<file path="src/rtl/core/cct_pkg.sv">
// ----------------------------------------------------------------------------
// cct_pkg: shared types and constants of the coulomb counting SOC tracker
// Holds the field widths, register indexes, event codes, fixed-point
// constants and the bundle of derived limits passed from the config block.
// ----------------------------------------------------------------------------
package cct_pkg;

    // Field widths
    localparam int SOC_W     = 7;
    localparam int CNT_W     = 16;
    localparam int MS_W      = 16;
    localparam int CUR_W     = 16;
    localparam int VOLT_W    = 16;
    localparam int ACC_W     = 40;
    localparam int HEALTH_W  = 7;
    localparam int CAP_W     = 8;
    localparam int CELL_MV_W = 12;
    localparam int CELLS_W   = 6;
    localparam int CFG_IDX_W = 3;
    localparam int CFG_DAT_W = 12;

    // Derived limit widths
    localparam int HC_W      = HEALTH_W + CAP_W;      // health * capacity
    localparam int ONE_PCT_W = 12;                    // up to 3238 mAh
    localparam int LIMIT_W   = 35;                    // one_pct * units per mAh
    localparam int FULL_W    = 20;                    // signed full limit
    localparam int EMPTY_W   = 18;                    // empty limit

    // Register indexes
    localparam logic [CFG_IDX_W-1:0] REG_HEALTH   = 3'd0;
    localparam logic [CFG_IDX_W-1:0] REG_CAPACITY = 3'd1;
    localparam logic [CFG_IDX_W-1:0] REG_FULL_MV  = 3'd2;
    localparam logic [CFG_IDX_W-1:0] REG_EMPTY_MV = 3'd3;
    localparam logic [CFG_IDX_W-1:0] REG_CELLS    = 3'd4;

    // Register reset values
    localparam logic [HEALTH_W-1:0]  HEALTH_RST   = 7'd100;
    localparam logic [CAP_W-1:0]     CAPACITY_RST = 8'd11;
    localparam logic [CELL_MV_W-1:0] FULL_MV_RST  = 12'd3650;
    localparam logic [CELL_MV_W-1:0] EMPTY_MV_RST = 12'd2800;
    localparam logic [CELLS_W-1:0]   CELLS_RST    = 6'd15;

    // Fixed-point constants
    localparam int UNITS_PER_MAH   = 7200000;   // half mA*ms per mAh
    localparam int BAL_PER_MS      = 99;
    localparam int SELF_PER_MS     = 20;
    localparam int FULL_MARGIN_MV  = 150;
    localparam logic [VOLT_W-1:0] INVALID_TOTAL = 16'hffff;
    localparam logic [SOC_W-1:0]  SOC_FULL      = 7'd100;
    localparam logic [SOC_W-1:0]  SOC_RST       = 7'd50;
    localparam logic [CNT_W-1:0]  CYCLE_PCTS    = 16'd100;

    // Reciprocals: x/10 for x < 2^15 and x/100 for x < 2^14
    localparam int DIV10_MUL    = 26215;
    localparam int DIV10_SHIFT  = 18;
    localparam int DIV100_MUL   = 5243;
    localparam int DIV100_SHIFT = 19;

    // Reset values of the derived limits
    localparam int ONE_PCT_RST = (100 * 11) / 10;
    localparam logic [HC_W-1:0]      HC_RST      = 15'd1100;
    localparam logic [ONE_PCT_W-1:0] ONE_PCT_RST_V = ONE_PCT_W'(ONE_PCT_RST);
    localparam logic [LIMIT_W-1:0]   LIMIT_RST   = LIMIT_W'(64'(ONE_PCT_RST) * UNITS_PER_MAH);
    localparam logic signed [FULL_W-1:0] FULL_LIM_RST = FULL_W'((3650 - 150) * 15);
    localparam logic [EMPTY_W-1:0]   EMPTY_LIM_RST = EMPTY_W'(2800 * 15);

    // Pack states
    localparam logic [1:0] PACK_STANDBY = 2'd0;

    // Percent event codes
    localparam logic [1:0] EVT_NONE      = 2'd0;
    localparam logic [1:0] EVT_CHARGE    = 2'd1;
    localparam logic [1:0] EVT_DISCHARGE = 2'd2;

    // Derived limits and status from the config block
    typedef struct packed {
        logic [HEALTH_W-1:0]        health;
        logic [LIMIT_W-1:0]         limit;
        logic signed [FULL_W-1:0]   full_lim;
        logic [EMPTY_W-1:0]         empty_lim;
        logic                       busy;
    } cct_limits_t;

endpackage

</file>
<file path="src/rtl/core/cct_cfg.sv">
// ----------------------------------------------------------------------------
// cct_cfg: configuration registers and derived limits
// Holds the five settings and recomputes the one-percent charge threshold
// and the pack voltage limits over three registered steps after a write.
// ----------------------------------------------------------------------------
module cct_cfg
(
    input  logic                             clk,
    input  logic                             rst_n,
    input  logic                             cfg_valid,
    output logic                             cfg_ready,
    input  logic [cct_pkg::CFG_IDX_W-1:0]    cfg_index,
    input  logic [cct_pkg::CFG_DAT_W-1:0]    cfg_data,
    output cct_pkg::cct_limits_t             limits
);
    import cct_pkg::*;

    logic [HEALTH_W-1:0]       health_reg;
    logic [CAP_W-1:0]          capacity_reg;
    logic [CELL_MV_W-1:0]      full_mv_reg;
    logic [CELL_MV_W-1:0]      empty_mv_reg;
    logic [CELLS_W-1:0]        cells_reg;

    logic [HC_W-1:0]           hc_reg;
    logic [ONE_PCT_W-1:0]      one_pct_reg;
    logic [LIMIT_W-1:0]        limit_reg;
    logic signed [FULL_W-1:0]  full_lim_reg;
    logic [EMPTY_W-1:0]        empty_lim_reg;
    logic [1:0]                settle_reg;

    logic                      cfg_fire;
    logic [2*HC_W-1:0]         one_pct_prod;
    logic signed [13:0]        full_margin;
    logic signed [20:0]        full_prod;
    logic [EMPTY_W-1:0]        empty_prod;
    logic [LIMIT_W-1:0]        limit_prod;

    assign cfg_ready = 1'b1;
    assign cfg_fire  = cfg_valid && cfg_ready;

    // Write the addressed register; indexes beyond the list are dropped
    always_ff @(posedge clk or negedge rst_n)
    begin
        if (!rst_n)
        begin
            health_reg   <= HEALTH_RST;
            capacity_reg <= CAPACITY_RST;
            full_mv_reg  <= FULL_MV_RST;
            empty_mv_reg <= EMPTY_MV_RST;
            cells_reg    <= CELLS_RST;
        end
        else if (cfg_fire)
        begin
            unique case (cfg_index)
                REG_HEALTH:   health_reg   <= cfg_data[HEALTH_W-1:0];
                REG_CAPACITY: capacity_reg <= cfg_data[CAP_W-1:0];
                REG_FULL_MV:  full_mv_reg  <= cfg_data[CELL_MV_W-1:0];
                REG_EMPTY_MV: empty_mv_reg <= cfg_data[CELL_MV_W-1:0];
                REG_CELLS:    cells_reg    <= cfg_data[CELLS_W-1:0];
                default:      ;
            endcase
        end
    end

    // Step products: voltage limits, health times capacity, divide by ten, units per mAh
    assign full_margin  = $signed({2'b00, full_mv_reg}) - 14'sd150;
    assign full_prod    = full_margin * $signed({1'b0, cells_reg});
    assign empty_prod   = EMPTY_W'(empty_mv_reg * cells_reg);
    assign one_pct_prod = hc_reg * HC_W'(DIV10_MUL);
    assign limit_prod   = LIMIT_W'(one_pct_reg * 23'(UNITS_PER_MAH));

    always_ff @(posedge clk or negedge rst_n)
    begin
        if (!rst_n)
        begin
            hc_reg        <= HC_RST;
            one_pct_reg   <= ONE_PCT_RST_V;
            limit_reg     <= LIMIT_RST;
            full_lim_reg  <= FULL_LIM_RST;
            empty_lim_reg <= EMPTY_LIM_RST;
        end
        else
        begin
            hc_reg        <= health_reg * capacity_reg;
            one_pct_reg   <= one_pct_prod[DIV10_SHIFT +: ONE_PCT_W];
            limit_reg     <= limit_prod;
            full_lim_reg  <= full_prod[FULL_W-1:0];
            empty_lim_reg <= empty_prod;
        end
    end

    // Hold busy until the three derived steps have settled
    always_ff @(posedge clk or negedge rst_n)
    begin
        if (!rst_n)
            settle_reg <= 2'd0;
        else if (cfg_fire)
            settle_reg <= 2'd3;
        else if (settle_reg != 2'd0)
            settle_reg <= settle_reg - 2'd1;
    end

    assign limits.health    = health_reg;
    assign limits.limit     = limit_reg;
    assign limits.full_lim  = full_lim_reg;
    assign limits.empty_lim = empty_lim_reg;
    assign limits.busy      = (settle_reg != 2'd0);

endmodule

</file>
<file path="src/rtl/core/coulomb_counting_soc_tracker.sv">
// ----------------------------------------------------------------------------
// coulomb_counting_soc_tracker: coulomb counting state-of-charge tracker
// Integrates pack current per tick word and reports SOC, percent events,
// percent counters and the cycle count.
// ----------------------------------------------------------------------------
// Usage:
//   Send one tick word on the s_ channel (elapsed time, current, pack state,
//   balancing flag and voltages). One result word per tick leaves on the m_
//   channel, in order. Settings must be written on the cfg channel while idle;
//   the block does not enforce this. Ticks pass stages A, B, C and D in turn.
//   Throughput: one tick per cycle while not stalled or busy; the state
//   update (one 17x16 multiply, a 40-bit add and the threshold compares) is
//   combinational, and the reported SOC scaling uses the two stages after it.
//   After a config write s_tready stays low while the charge threshold and
//   voltage limits are recomputed.
//   Reset clears the accumulator and counters, sets both SOC values to 50
//   and the settings to their defaults; no result is pending after reset.
//   When m_tready is low with a result waiting, the whole pipeline holds
//   and s_tready drops; items already inside are kept, none are dropped.
// ----------------------------------------------------------------------------
module coulomb_counting_soc_tracker
(
    input  logic                             clk,
    input  logic                             rst_n,
    // configuration write channel
    input  logic                             cfg_valid,
    output logic                             cfg_ready,
    input  logic [cct_pkg::CFG_IDX_W-1:0]    cfg_index,
    input  logic [cct_pkg::CFG_DAT_W-1:0]    cfg_data,
    // tick input
    input  logic                             s_tvalid,
    output logic                             s_tready,
    // elapsed_ms[15:0], current_ma[31:16], pack_voltage[47:32],
    // total_voltage[63:48]
    input  logic [63:0]                      s_tdata,
    // pack_state[1:0], balancing[2]
    input  logic [2:0]                       s_tuser,
    // result output
    output logic                             m_tvalid,
    input  logic                             m_tready,
    // soc_percent[6:0], reported_soc[13:7], soc_measured[20:14],
    // charge_percents[36:21], discharge_percents[52:37], cycle_count[68:53],
    // zero[71:69]
    output logic [71:0]                      m_tdata,
    // percent_event[1:0]
    output logic [1:0]                       m_tuser
);
    import cct_pkg::*;

    cct_limits_t               limits;

    // pipeline control
    logic                      adv;
    logic                      s_fire;
    logic                      a_valid_reg;
    logic                      b_valid_reg;
    logic                      c_valid_reg;
    logic                      d_valid_reg;

    // stage A: input register
    logic [MS_W-1:0]           ms_reg;
    logic signed [CUR_W-1:0]   cur_reg;
    logic [1:0]                pstate_reg;
    logic                      bal_reg;
    logic [VOLT_W-1:0]         pack_v_reg;
    logic [VOLT_W-1:0]         total_v_reg;

    // stage B: tracker state
    logic signed [ACC_W-1:0]   acc_reg;
    logic signed [CUR_W-1:0]   prev_cur_reg;
    logic [SOC_W-1:0]          measured_reg;
    logic [SOC_W-1:0]          shown_reg;
    logic [CNT_W-1:0]          chg_cnt_reg;
    logic [CNT_W-1:0]          dis_cnt_reg;
    logic [CNT_W-1:0]          cycles_reg;
    logic [1:0]                event_reg;

    logic signed [ACC_W-1:0]   acc_next;
    logic signed [CUR_W-1:0]   prev_cur_next;
    logic [SOC_W-1:0]          measured_next;
    logic [SOC_W-1:0]          shown_next;
    logic [CNT_W-1:0]          chg_cnt_next;
    logic [CNT_W-1:0]          dis_cnt_next;
    logic [CNT_W-1:0]          cycles_next;
    logic [1:0]                event_next;

    // stage C: scaling product
    logic [SOC_W-1:0]          c_shown_reg;
    logic [SOC_W-1:0]          c_measured_reg;
    logic [CNT_W-1:0]          c_chg_reg;
    logic [CNT_W-1:0]          c_dis_reg;
    logic [CNT_W-1:0]          c_cycles_reg;
    logic [1:0]                c_event_reg;
    logic [2*SOC_W-1:0]        c_prod_reg;

    // stage D: result register
    logic [SOC_W-1:0]          d_shown_reg;
    logic [SOC_W-1:0]          d_reported_reg;
    logic [SOC_W-1:0]          d_measured_reg;
    logic [CNT_W-1:0]          d_chg_reg;
    logic [CNT_W-1:0]          d_dis_reg;
    logic [CNT_W-1:0]          d_cycles_reg;
    logic [1:0]                d_event_reg;

    // update datapath
    logic signed [CUR_W-1:0]   cur_eff;
    logic signed [CUR_W:0]     cur_sum;
    logic signed [CUR_W+MS_W+1:0] trap_prod;
    logic [6:0]                drain_rate;
    logic [MS_W+6:0]           drain;
    logic signed [ACC_W-1:0]   acc_sum;
    logic signed [ACC_W-1:0]   limit_pos;
    logic signed [ACC_W-1:0]   limit_neg;
    logic signed [FULL_W:0]    pack_v_s;
    logic                      total_ok;
    logic                      at_full;
    logic                      at_empty;
    logic [2*SOC_W+13:0]       rep_prod;

    cct_cfg u_cfg
    (
        .clk       (clk),
        .rst_n     (rst_n),
        .cfg_valid (cfg_valid),
        .cfg_ready (cfg_ready),
        .cfg_index (cfg_index),
        .cfg_data  (cfg_data),
        .limits    (limits)
    );

    // Advance all stages together unless the result word is stalled
    assign adv      = !d_valid_reg || m_tready;
    assign s_tready = adv && !limits.busy;
    assign s_fire   = s_tvalid && s_tready;

    always_ff @(posedge clk or negedge rst_n)
    begin
        if (!rst_n)
        begin
            a_valid_reg <= 1'b0;
            b_valid_reg <= 1'b0;
            c_valid_reg <= 1'b0;
            d_valid_reg <= 1'b0;
        end
        else if (adv)
        begin
            a_valid_reg <= s_fire;
            b_valid_reg <= a_valid_reg;
            c_valid_reg <= b_valid_reg;
            d_valid_reg <= c_valid_reg;
        end
    end

    // Capture the tick word
    always_ff @(posedge clk)
    begin
        if (s_fire)
        begin
            ms_reg      <= s_tdata[15:0];
            cur_reg     <= s_tdata[31:16];
            pack_v_reg  <= s_tdata[47:32];
            total_v_reg <= s_tdata[63:48];
            pstate_reg  <= s_tuser[1:0];
            bal_reg     <= s_tuser[2];
        end
    end

    // Trapezoid integration, drains and threshold limits
    assign cur_eff    = (pstate_reg == PACK_STANDBY) ? '0 : cur_reg;
    assign cur_sum    = (CUR_W+1)'(cur_eff) + (CUR_W+1)'(prev_cur_reg);
    assign trap_prod  = cur_sum * $signed({1'b0, ms_reg});
    assign drain_rate = bal_reg ? 7'(BAL_PER_MS + SELF_PER_MS) : 7'(SELF_PER_MS);
    assign drain      = ms_reg * drain_rate;
    assign acc_sum    = acc_reg + ACC_W'(trap_prod) - $signed(ACC_W'(drain));
    assign limit_pos  = $signed(ACC_W'(limits.limit));
    assign limit_neg  = -limit_pos;

    // Voltage limits apply only with a valid total
    assign pack_v_s   = $signed({{(FULL_W+1-VOLT_W){1'b0}}, pack_v_reg});
    assign total_ok   = (total_v_reg != '0) && (total_v_reg != INVALID_TOTAL);
    assign at_full    = pack_v_s >= (FULL_W+1)'(limits.full_lim);
    assign at_empty   = pack_v_s <= $signed({{(FULL_W+1-EMPTY_W){1'b0}}, limits.empty_lim});

    always_comb
    begin
        acc_next      = acc_sum;
        prev_cur_next = cur_eff;
        measured_next = measured_reg;
        shown_next    = shown_reg;
        chg_cnt_next  = chg_cnt_reg;
        dis_cnt_next  = dis_cnt_reg;
        cycles_next   = cycles_reg;
        event_next    = EVT_NONE;

        // step a percent at either threshold
        if (acc_sum >= limit_pos)
        begin
            acc_next      = '0;
            chg_cnt_next  = chg_cnt_reg + 1'b1;
            event_next    = EVT_CHARGE;
            measured_next = (measured_reg >= SOC_FULL) ? SOC_FULL : measured_reg + 1'b1;
            shown_next    = measured_next;
        end
        else if (acc_sum <= limit_neg)
        begin
            acc_next      = '0;
            dis_cnt_next  = dis_cnt_reg + 1'b1;
            event_next    = EVT_DISCHARGE;
            measured_next = (measured_reg != '0) ? measured_reg - 1'b1 : measured_reg;
            shown_next    = measured_next;
        end

        // force shown SOC at a voltage limit and close a cycle once both counts reach CYCLE_PCTS
        if (total_ok && (at_full || at_empty))
        begin
            shown_next = at_full ? SOC_FULL : '0;
            if ((chg_cnt_next >= CYCLE_PCTS) && (dis_cnt_next >= CYCLE_PCTS))
            begin
                chg_cnt_next = chg_cnt_next - CYCLE_PCTS;
                dis_cnt_next = dis_cnt_next - CYCLE_PCTS;
                cycles_next  = cycles_reg + 1'b1;
            end
        end
    end

    // Update the tracker state once per tick
    always_ff @(posedge clk or negedge rst_n)
    begin
        if (!rst_n)
        begin
            acc_reg      <= '0;
            prev_cur_reg <= '0;
            measured_reg <= SOC_RST;
            shown_reg    <= SOC_RST;
            chg_cnt_reg  <= '0;
            dis_cnt_reg  <= '0;
            cycles_reg   <= '0;
            event_reg    <= EVT_NONE;
        end
        else if (adv && a_valid_reg)
        begin
            acc_reg      <= acc_next;
            prev_cur_reg <= prev_cur_next;
            measured_reg <= measured_next;
            shown_reg    <= shown_next;
            chg_cnt_reg  <= chg_cnt_next;
            dis_cnt_reg  <= dis_cnt_next;
            cycles_reg   <= cycles_next;
            event_reg    <= event_next;
        end
    end

    // Scale the shown SOC by health
    always_ff @(posedge clk)
    begin
        if (adv && b_valid_reg)
        begin
            c_shown_reg    <= shown_reg;
            c_measured_reg <= measured_reg;
            c_chg_reg      <= chg_cnt_reg;
            c_dis_reg      <= dis_cnt_reg;
            c_cycles_reg   <= cycles_reg;
            c_event_reg    <= event_reg;
            c_prod_reg     <= shown_reg * limits.health;
        end
    end

    // Divide by one hundred through the reciprocal
    assign rep_prod = c_prod_reg * 14'(DIV100_MUL);

    always_ff @(posedge clk)
    begin
        if (adv && c_valid_reg)
        begin
            d_shown_reg    <= c_shown_reg;
            d_reported_reg <= rep_prod[DIV100_SHIFT +: SOC_W];
            d_measured_reg <= c_measured_reg;
            d_chg_reg      <= c_chg_reg;
            d_dis_reg      <= c_dis_reg;
            d_cycles_reg   <= c_cycles_reg;
            d_event_reg    <= c_event_reg;
        end
    end

    assign m_tvalid = d_valid_reg;
    assign m_tdata  = {3'b000, d_cycles_reg, d_dis_reg, d_chg_reg,
                       d_measured_reg, d_reported_reg, d_shown_reg};
    assign m_tuser  = d_event_reg;

    // No tick enters while the derived limits are settling
    a_busy_block: assert property (@(posedge clk) disable iff (!rst_n)
        limits.busy |-> !s_tready)
        else $error("tick accepted while limits settle");

    // Coulomb counted and shown SOC stay within range
    a_soc_range: assert property (@(posedge clk) disable iff (!rst_n)
        (measured_reg <= SOC_FULL) && (shown_reg <= SOC_FULL))
        else $error("SOC out of range");

    // A percent event always leaves a cleared accumulator
    a_event_clear: assert property (@(posedge clk) disable iff (!rst_n)
        (adv && a_valid_reg && (event_next != EVT_NONE)) |=> (acc_reg == '0))
        else $error("accumulator not cleared on percent event");

    // The reported SOC never exceeds the shown SOC by more than 27
    a_reported: assert property (@(posedge clk) disable iff (!rst_n)
        m_tvalid |-> (m_tdata[13:7] <= m_tdata[6:0] + 7'd27))
        else $error("reported SOC above scaled shown SOC");

endmodule
</file>
<file path="config.mk">
export PLATFORM = sky130hd
export DESIGN_NAME = coulomb_counting_soc_tracker
export DESIGN_NICKNAME = d
export VERILOG_FILES = /design/src/rtl/core/cct_pkg.sv /design/src/rtl/core/cct_cfg.sv /design/src/rtl/core/coulomb_counting_soc_tracker.sv
export SDC_FILE = /design/constraint.sdc
export NUM_CORES = 2
export LEC_CHECK = 0
export BUFFER_PORTS_ARGS = -buffer_cell sky130_fd_sc_hd__buf_2
export CAP_MARGIN = 20
export CORE_MARGIN = 2
export CORE_UTILIZATION = 55
export CTS_BUF_LIST = sky130_fd_sc_hd__clkbuf_8
export CTS_CLUSTER_SIZE = 24
export DETAILED_ROUTE_END_ITERATION = 10
export PLACE_DENSITY = 0.72
export SLEW_MARGIN = 20
export SYNTH_ARGS = -nofsm -noshare
export SYNTH_HDL_FRONTEND = slang
export SYNTH_HIERARCHICAL = 1
export SYNTH_SLANG_ARGS = --single-unit
export TNS_END_PERCENT = 100
</file>
<file path="constraint.sdc">
create_clock -name clk -period 15.44 [get_ports clk]
set_clock_uncertainty 0.15 [all_clocks]
set_input_delay 3.088 -clock clk [delete_from_list [all_inputs] [get_ports clk]]
set_output_delay 3.088 -clock clk [all_outputs]
set_load 0.005 [all_outputs]
</file>
==> impl_metrics.yaml <==
sta:
  slew_headroom_pct: 28.3
  finalSetupViolations: 0
  fmax_mhz: 67.4
  tns_ns: 0
  report.final.slew_viol_count: 0
  tightest_slew_ns: 1.07
  holdWs_ns: 0.229
  period_share_pct: 96.0
  setup_ws_ns: 0.613
  period_needed_ns: 14.83
  finalHoldViolations: 0
setup_path:
  r2r_cells: 62
  cp_common_cell: "fa_1"
  crit_path_max_fanout: 19
  crit_path_end_kind: "flip-flop"
  worstPathRequired_ns: 15.92
  critPathLaunchType: "flip-flop"
  worst_path_max_delay_cell: "fa_1"
  crit_path_max_incr_delay_ns: 0.53
  crit_type: "reg -> reg"
  cp.arrival_ns: 15.31
logic_synthesis:
  synthFlopType: "edfxtp_1"
  syn_area_mm2: 0.0565
  ys_seq_elements: 479
  synth_xor_area_share_pct: 4.34
  syn_avg_cell_area_um2: 10.1
  ys_seq_area_share_pct: 23.3
  muxShareOfSynthArea_pct: 1.48
  synthAdderAreaFrac_pct: 42.5
  synth_top_family_by_area: "adder cells"
  synth_edf_count: 216
  synth-compound-area-share_pct: 8.17
  ys_warn_count: 6
  syn-instance-count: 5583
  ys_async_sr_fraction_pct: 54.9
  synthSimpleGateAreaFrac_pct: 11.3
  yosys.cell_types.count: 108
route:
  drt_pre_antenna_iters: 6
  ant_nets: 0
  drt_iter0_markers: 2378
  viasPerCell: 5.44
  drt_wl_total_mm: 126
  avgRoutedWirePerCell_um: 17.4
  remaining_drc_errors: 0
  vias: 39200
cells_and_area:
  fin_util_pct: 60.1
  nNetsFinal: 7306
  final_common_cell: "inv_1"
  fillCellCount: 8510
  largest_reg_flops: 40
  areaGrowthSynthToFinish_pct: 8.41
  final_cell_mix: "inv_1 (1191), fa_1 (759), ha_1 (696)"
  drive_above_1_share_pct: 10.7
global_route:
  grt_max_degree: 160
  grt_pass1_wl_mm: 212
  grt_pass1_vias: 41900
  grt_overflow_total: 0
  grt_use_total_pct: 24.6
  antenna_found_initial: 1
die:
  fp.dieW_um: 325
  dieArea_mm2: 0.105
  io-pin-count: 164
  core_area_mm2: 0.102
  die_y_um: 325
  num_rows: 117
  start_util_pct: 55.5
cts:
  cts_tree: "yes"
  clkTransAtPathRegs_ns: 0.07
  cts_num_sinks: 479
  max-clock-path-buffers: 3
  clk_latency_ns: 0.75
  clockRootBuffer: "clkbuf_8"
  cts_inserted_buffers: 85
  cts_hold_buffers: 0
  cts_max_level: 3
min_path:
  hold_path.class: "reg -> reg"
  hold_path_depth: 0
placed_design:
  io_buffers: 159
  dp_hpwl_mm: 101
  place_ws_ns: -0.152
  place.gp.congestion: 0.889
outcome:
  status: "finished, final reports clean"
job:
  max_cap_viol_count: 0
cells in the mapped netlist (7+ instances only):
| library cell | count | area share, % |
|---|---|---|
| ha_1 | 701 | 16 |
| o31ai_1 | 8 | 0.11 |
| o21bai_1 | 48 | 0.64 |
| clkbuf_1 | 131 | 0.87 |
| o21a_1 | 30 | 0.40 |
| xnor2_1 | 203 | 3.1 |
| and4_1 | 7 | 0.11 |
| nor4_1 | 24 | 0.27 |
| nor2b_1 | 48 | 0.53 |
| a31o_2 | 11 | 0.17 |
| nand2b_1 | 24 | 0.27 |
| nand3_1 | 72 | 0.64 |
| fa_1 | 762 | 27 |
| and2_1 | 247 | 2.7 |
| a211oi_1 | 16 | 0.21 |
| inv_1 | 1163 | 7.7 |
| a22o_1 | 35 | 0.54 |
| a211o_1 | 8 | 0.12 |
| nand4_1 | 60 | 0.66 |
| a31oi_1 | 22 | 0.24 |
| a21oi_1 | 196 | 1.7 |
| or4_1 | 7 | 0.093 |
| dfstp_2 | 61 | 2.8 |
| or2_2 | 18 | 0.20 |
| nor2_1 | 139 | 0.92 |
| buf_4 | 14 | 0.19 |
| mux2i_1 | 8 | 0.14 |
| edfxtp_1 | 216 | 11 |
| nor3_1 | 66 | 0.58 |
| mux2_2 | 66 | 1.3 |
| o211ai_1 | 13 | 0.17 |
| xor2_1 | 77 | 1.2 |
| o21ai_1 | 9 | 0.080 |
| or3_1 | 15 | 0.17 |
| nand2_1 | 476 | 3.2 |
| a2111oi_0 | 12 | 0.19 |
| o21ai_0 | 116 | 1.0 |
| and3_1 | 39 | 0.43 |
| dfrtp_1 | 202 | 8.9 |
| a21o_1 | 71 | 0.94 |
path summary, 6_finish.rpt:
path	from	end	slack (ns)
worst max-delay path	ms_reg[1]	dis_cnt_reg[6]	0.61
worst min-delay path	c_measured_reg[0]	d_measured_reg[0]	0.23
worst max register to register	ms_reg[1]	dis_cnt_reg[6]	0.61
worst min register to register	c_measured_reg[0]	d_measured_reg[0]	0.23
max in group asynchronous	rst_n	u_cfg/limit_reg[31]	11.41
min in group asynchronous	rst_n	cycles_reg[13]	2.26
routing by layer:
metal,share of wire [%],global-route usage (%),wire length (um),vias up
met5,0,0,0,-
met4,2.4,6.81,3050,0
met3,5.1,3.03,6390,214
met2,49,42.2,61900,1040
met1,43,32.9,54200,19600
li1,-,-,-,18300
kinds of logic after synthesis:
family	after synthesis
buffers and inverters	1322
flip-flops	479
XOR/XNOR	280
adder cells (fa/ha/maj)	1463
multiplexers	75
other	3
AND/OR/NAND/NOR	1274
AO/OA/AOI/OAI	687
what timing repair did:
item | in CTS | in global routing
gates resized for setup | 8 | 81
setup endpoints to repair | 28 | 64
hold endpoints to repair | 0 | 0
buffers inserted | 0 | 19
gates cloned | 0 | 2
pin swaps | 0 | 22
per-stage QoR:
stage               instance area (um2)  std cells
global route                      61300       7200
CTS                               60600       7175
floorplan                         56500       5592
finish                            61300       7202
global placement                  58900       7015
detailed placement                58900       7015
worst max-delay path, delay by kind of cell (launching register included):
kind / cells / cell delay, ns
xor+xnor: 4 / 0.77
fa+ha+maj: 13 / 5.30
compound gates: 23 / 4.23
buf+inv: 9 / 1.23
flops: 1 / 0.45
simple gates: 13 / 2.57
final cells by class:
class	instances	area, um2	share of cell area [%]
Antenna cell	5	12.5	0.0204
Clock buffer	96	1320	2.16
Clock inverter	64	418	0.682
Inverter	1165	4370	7.14
Multi-Input combinational cell	3791	38800	63.3
Sequential cell	479	13100	21.5
Tap cell	1368	1710	2.79
Timing Repair Buffer	234	1480	2.41
Power is not shown: default switching activity piles up to over one toggle a cycle in this logic, so the estimate is an artifact.
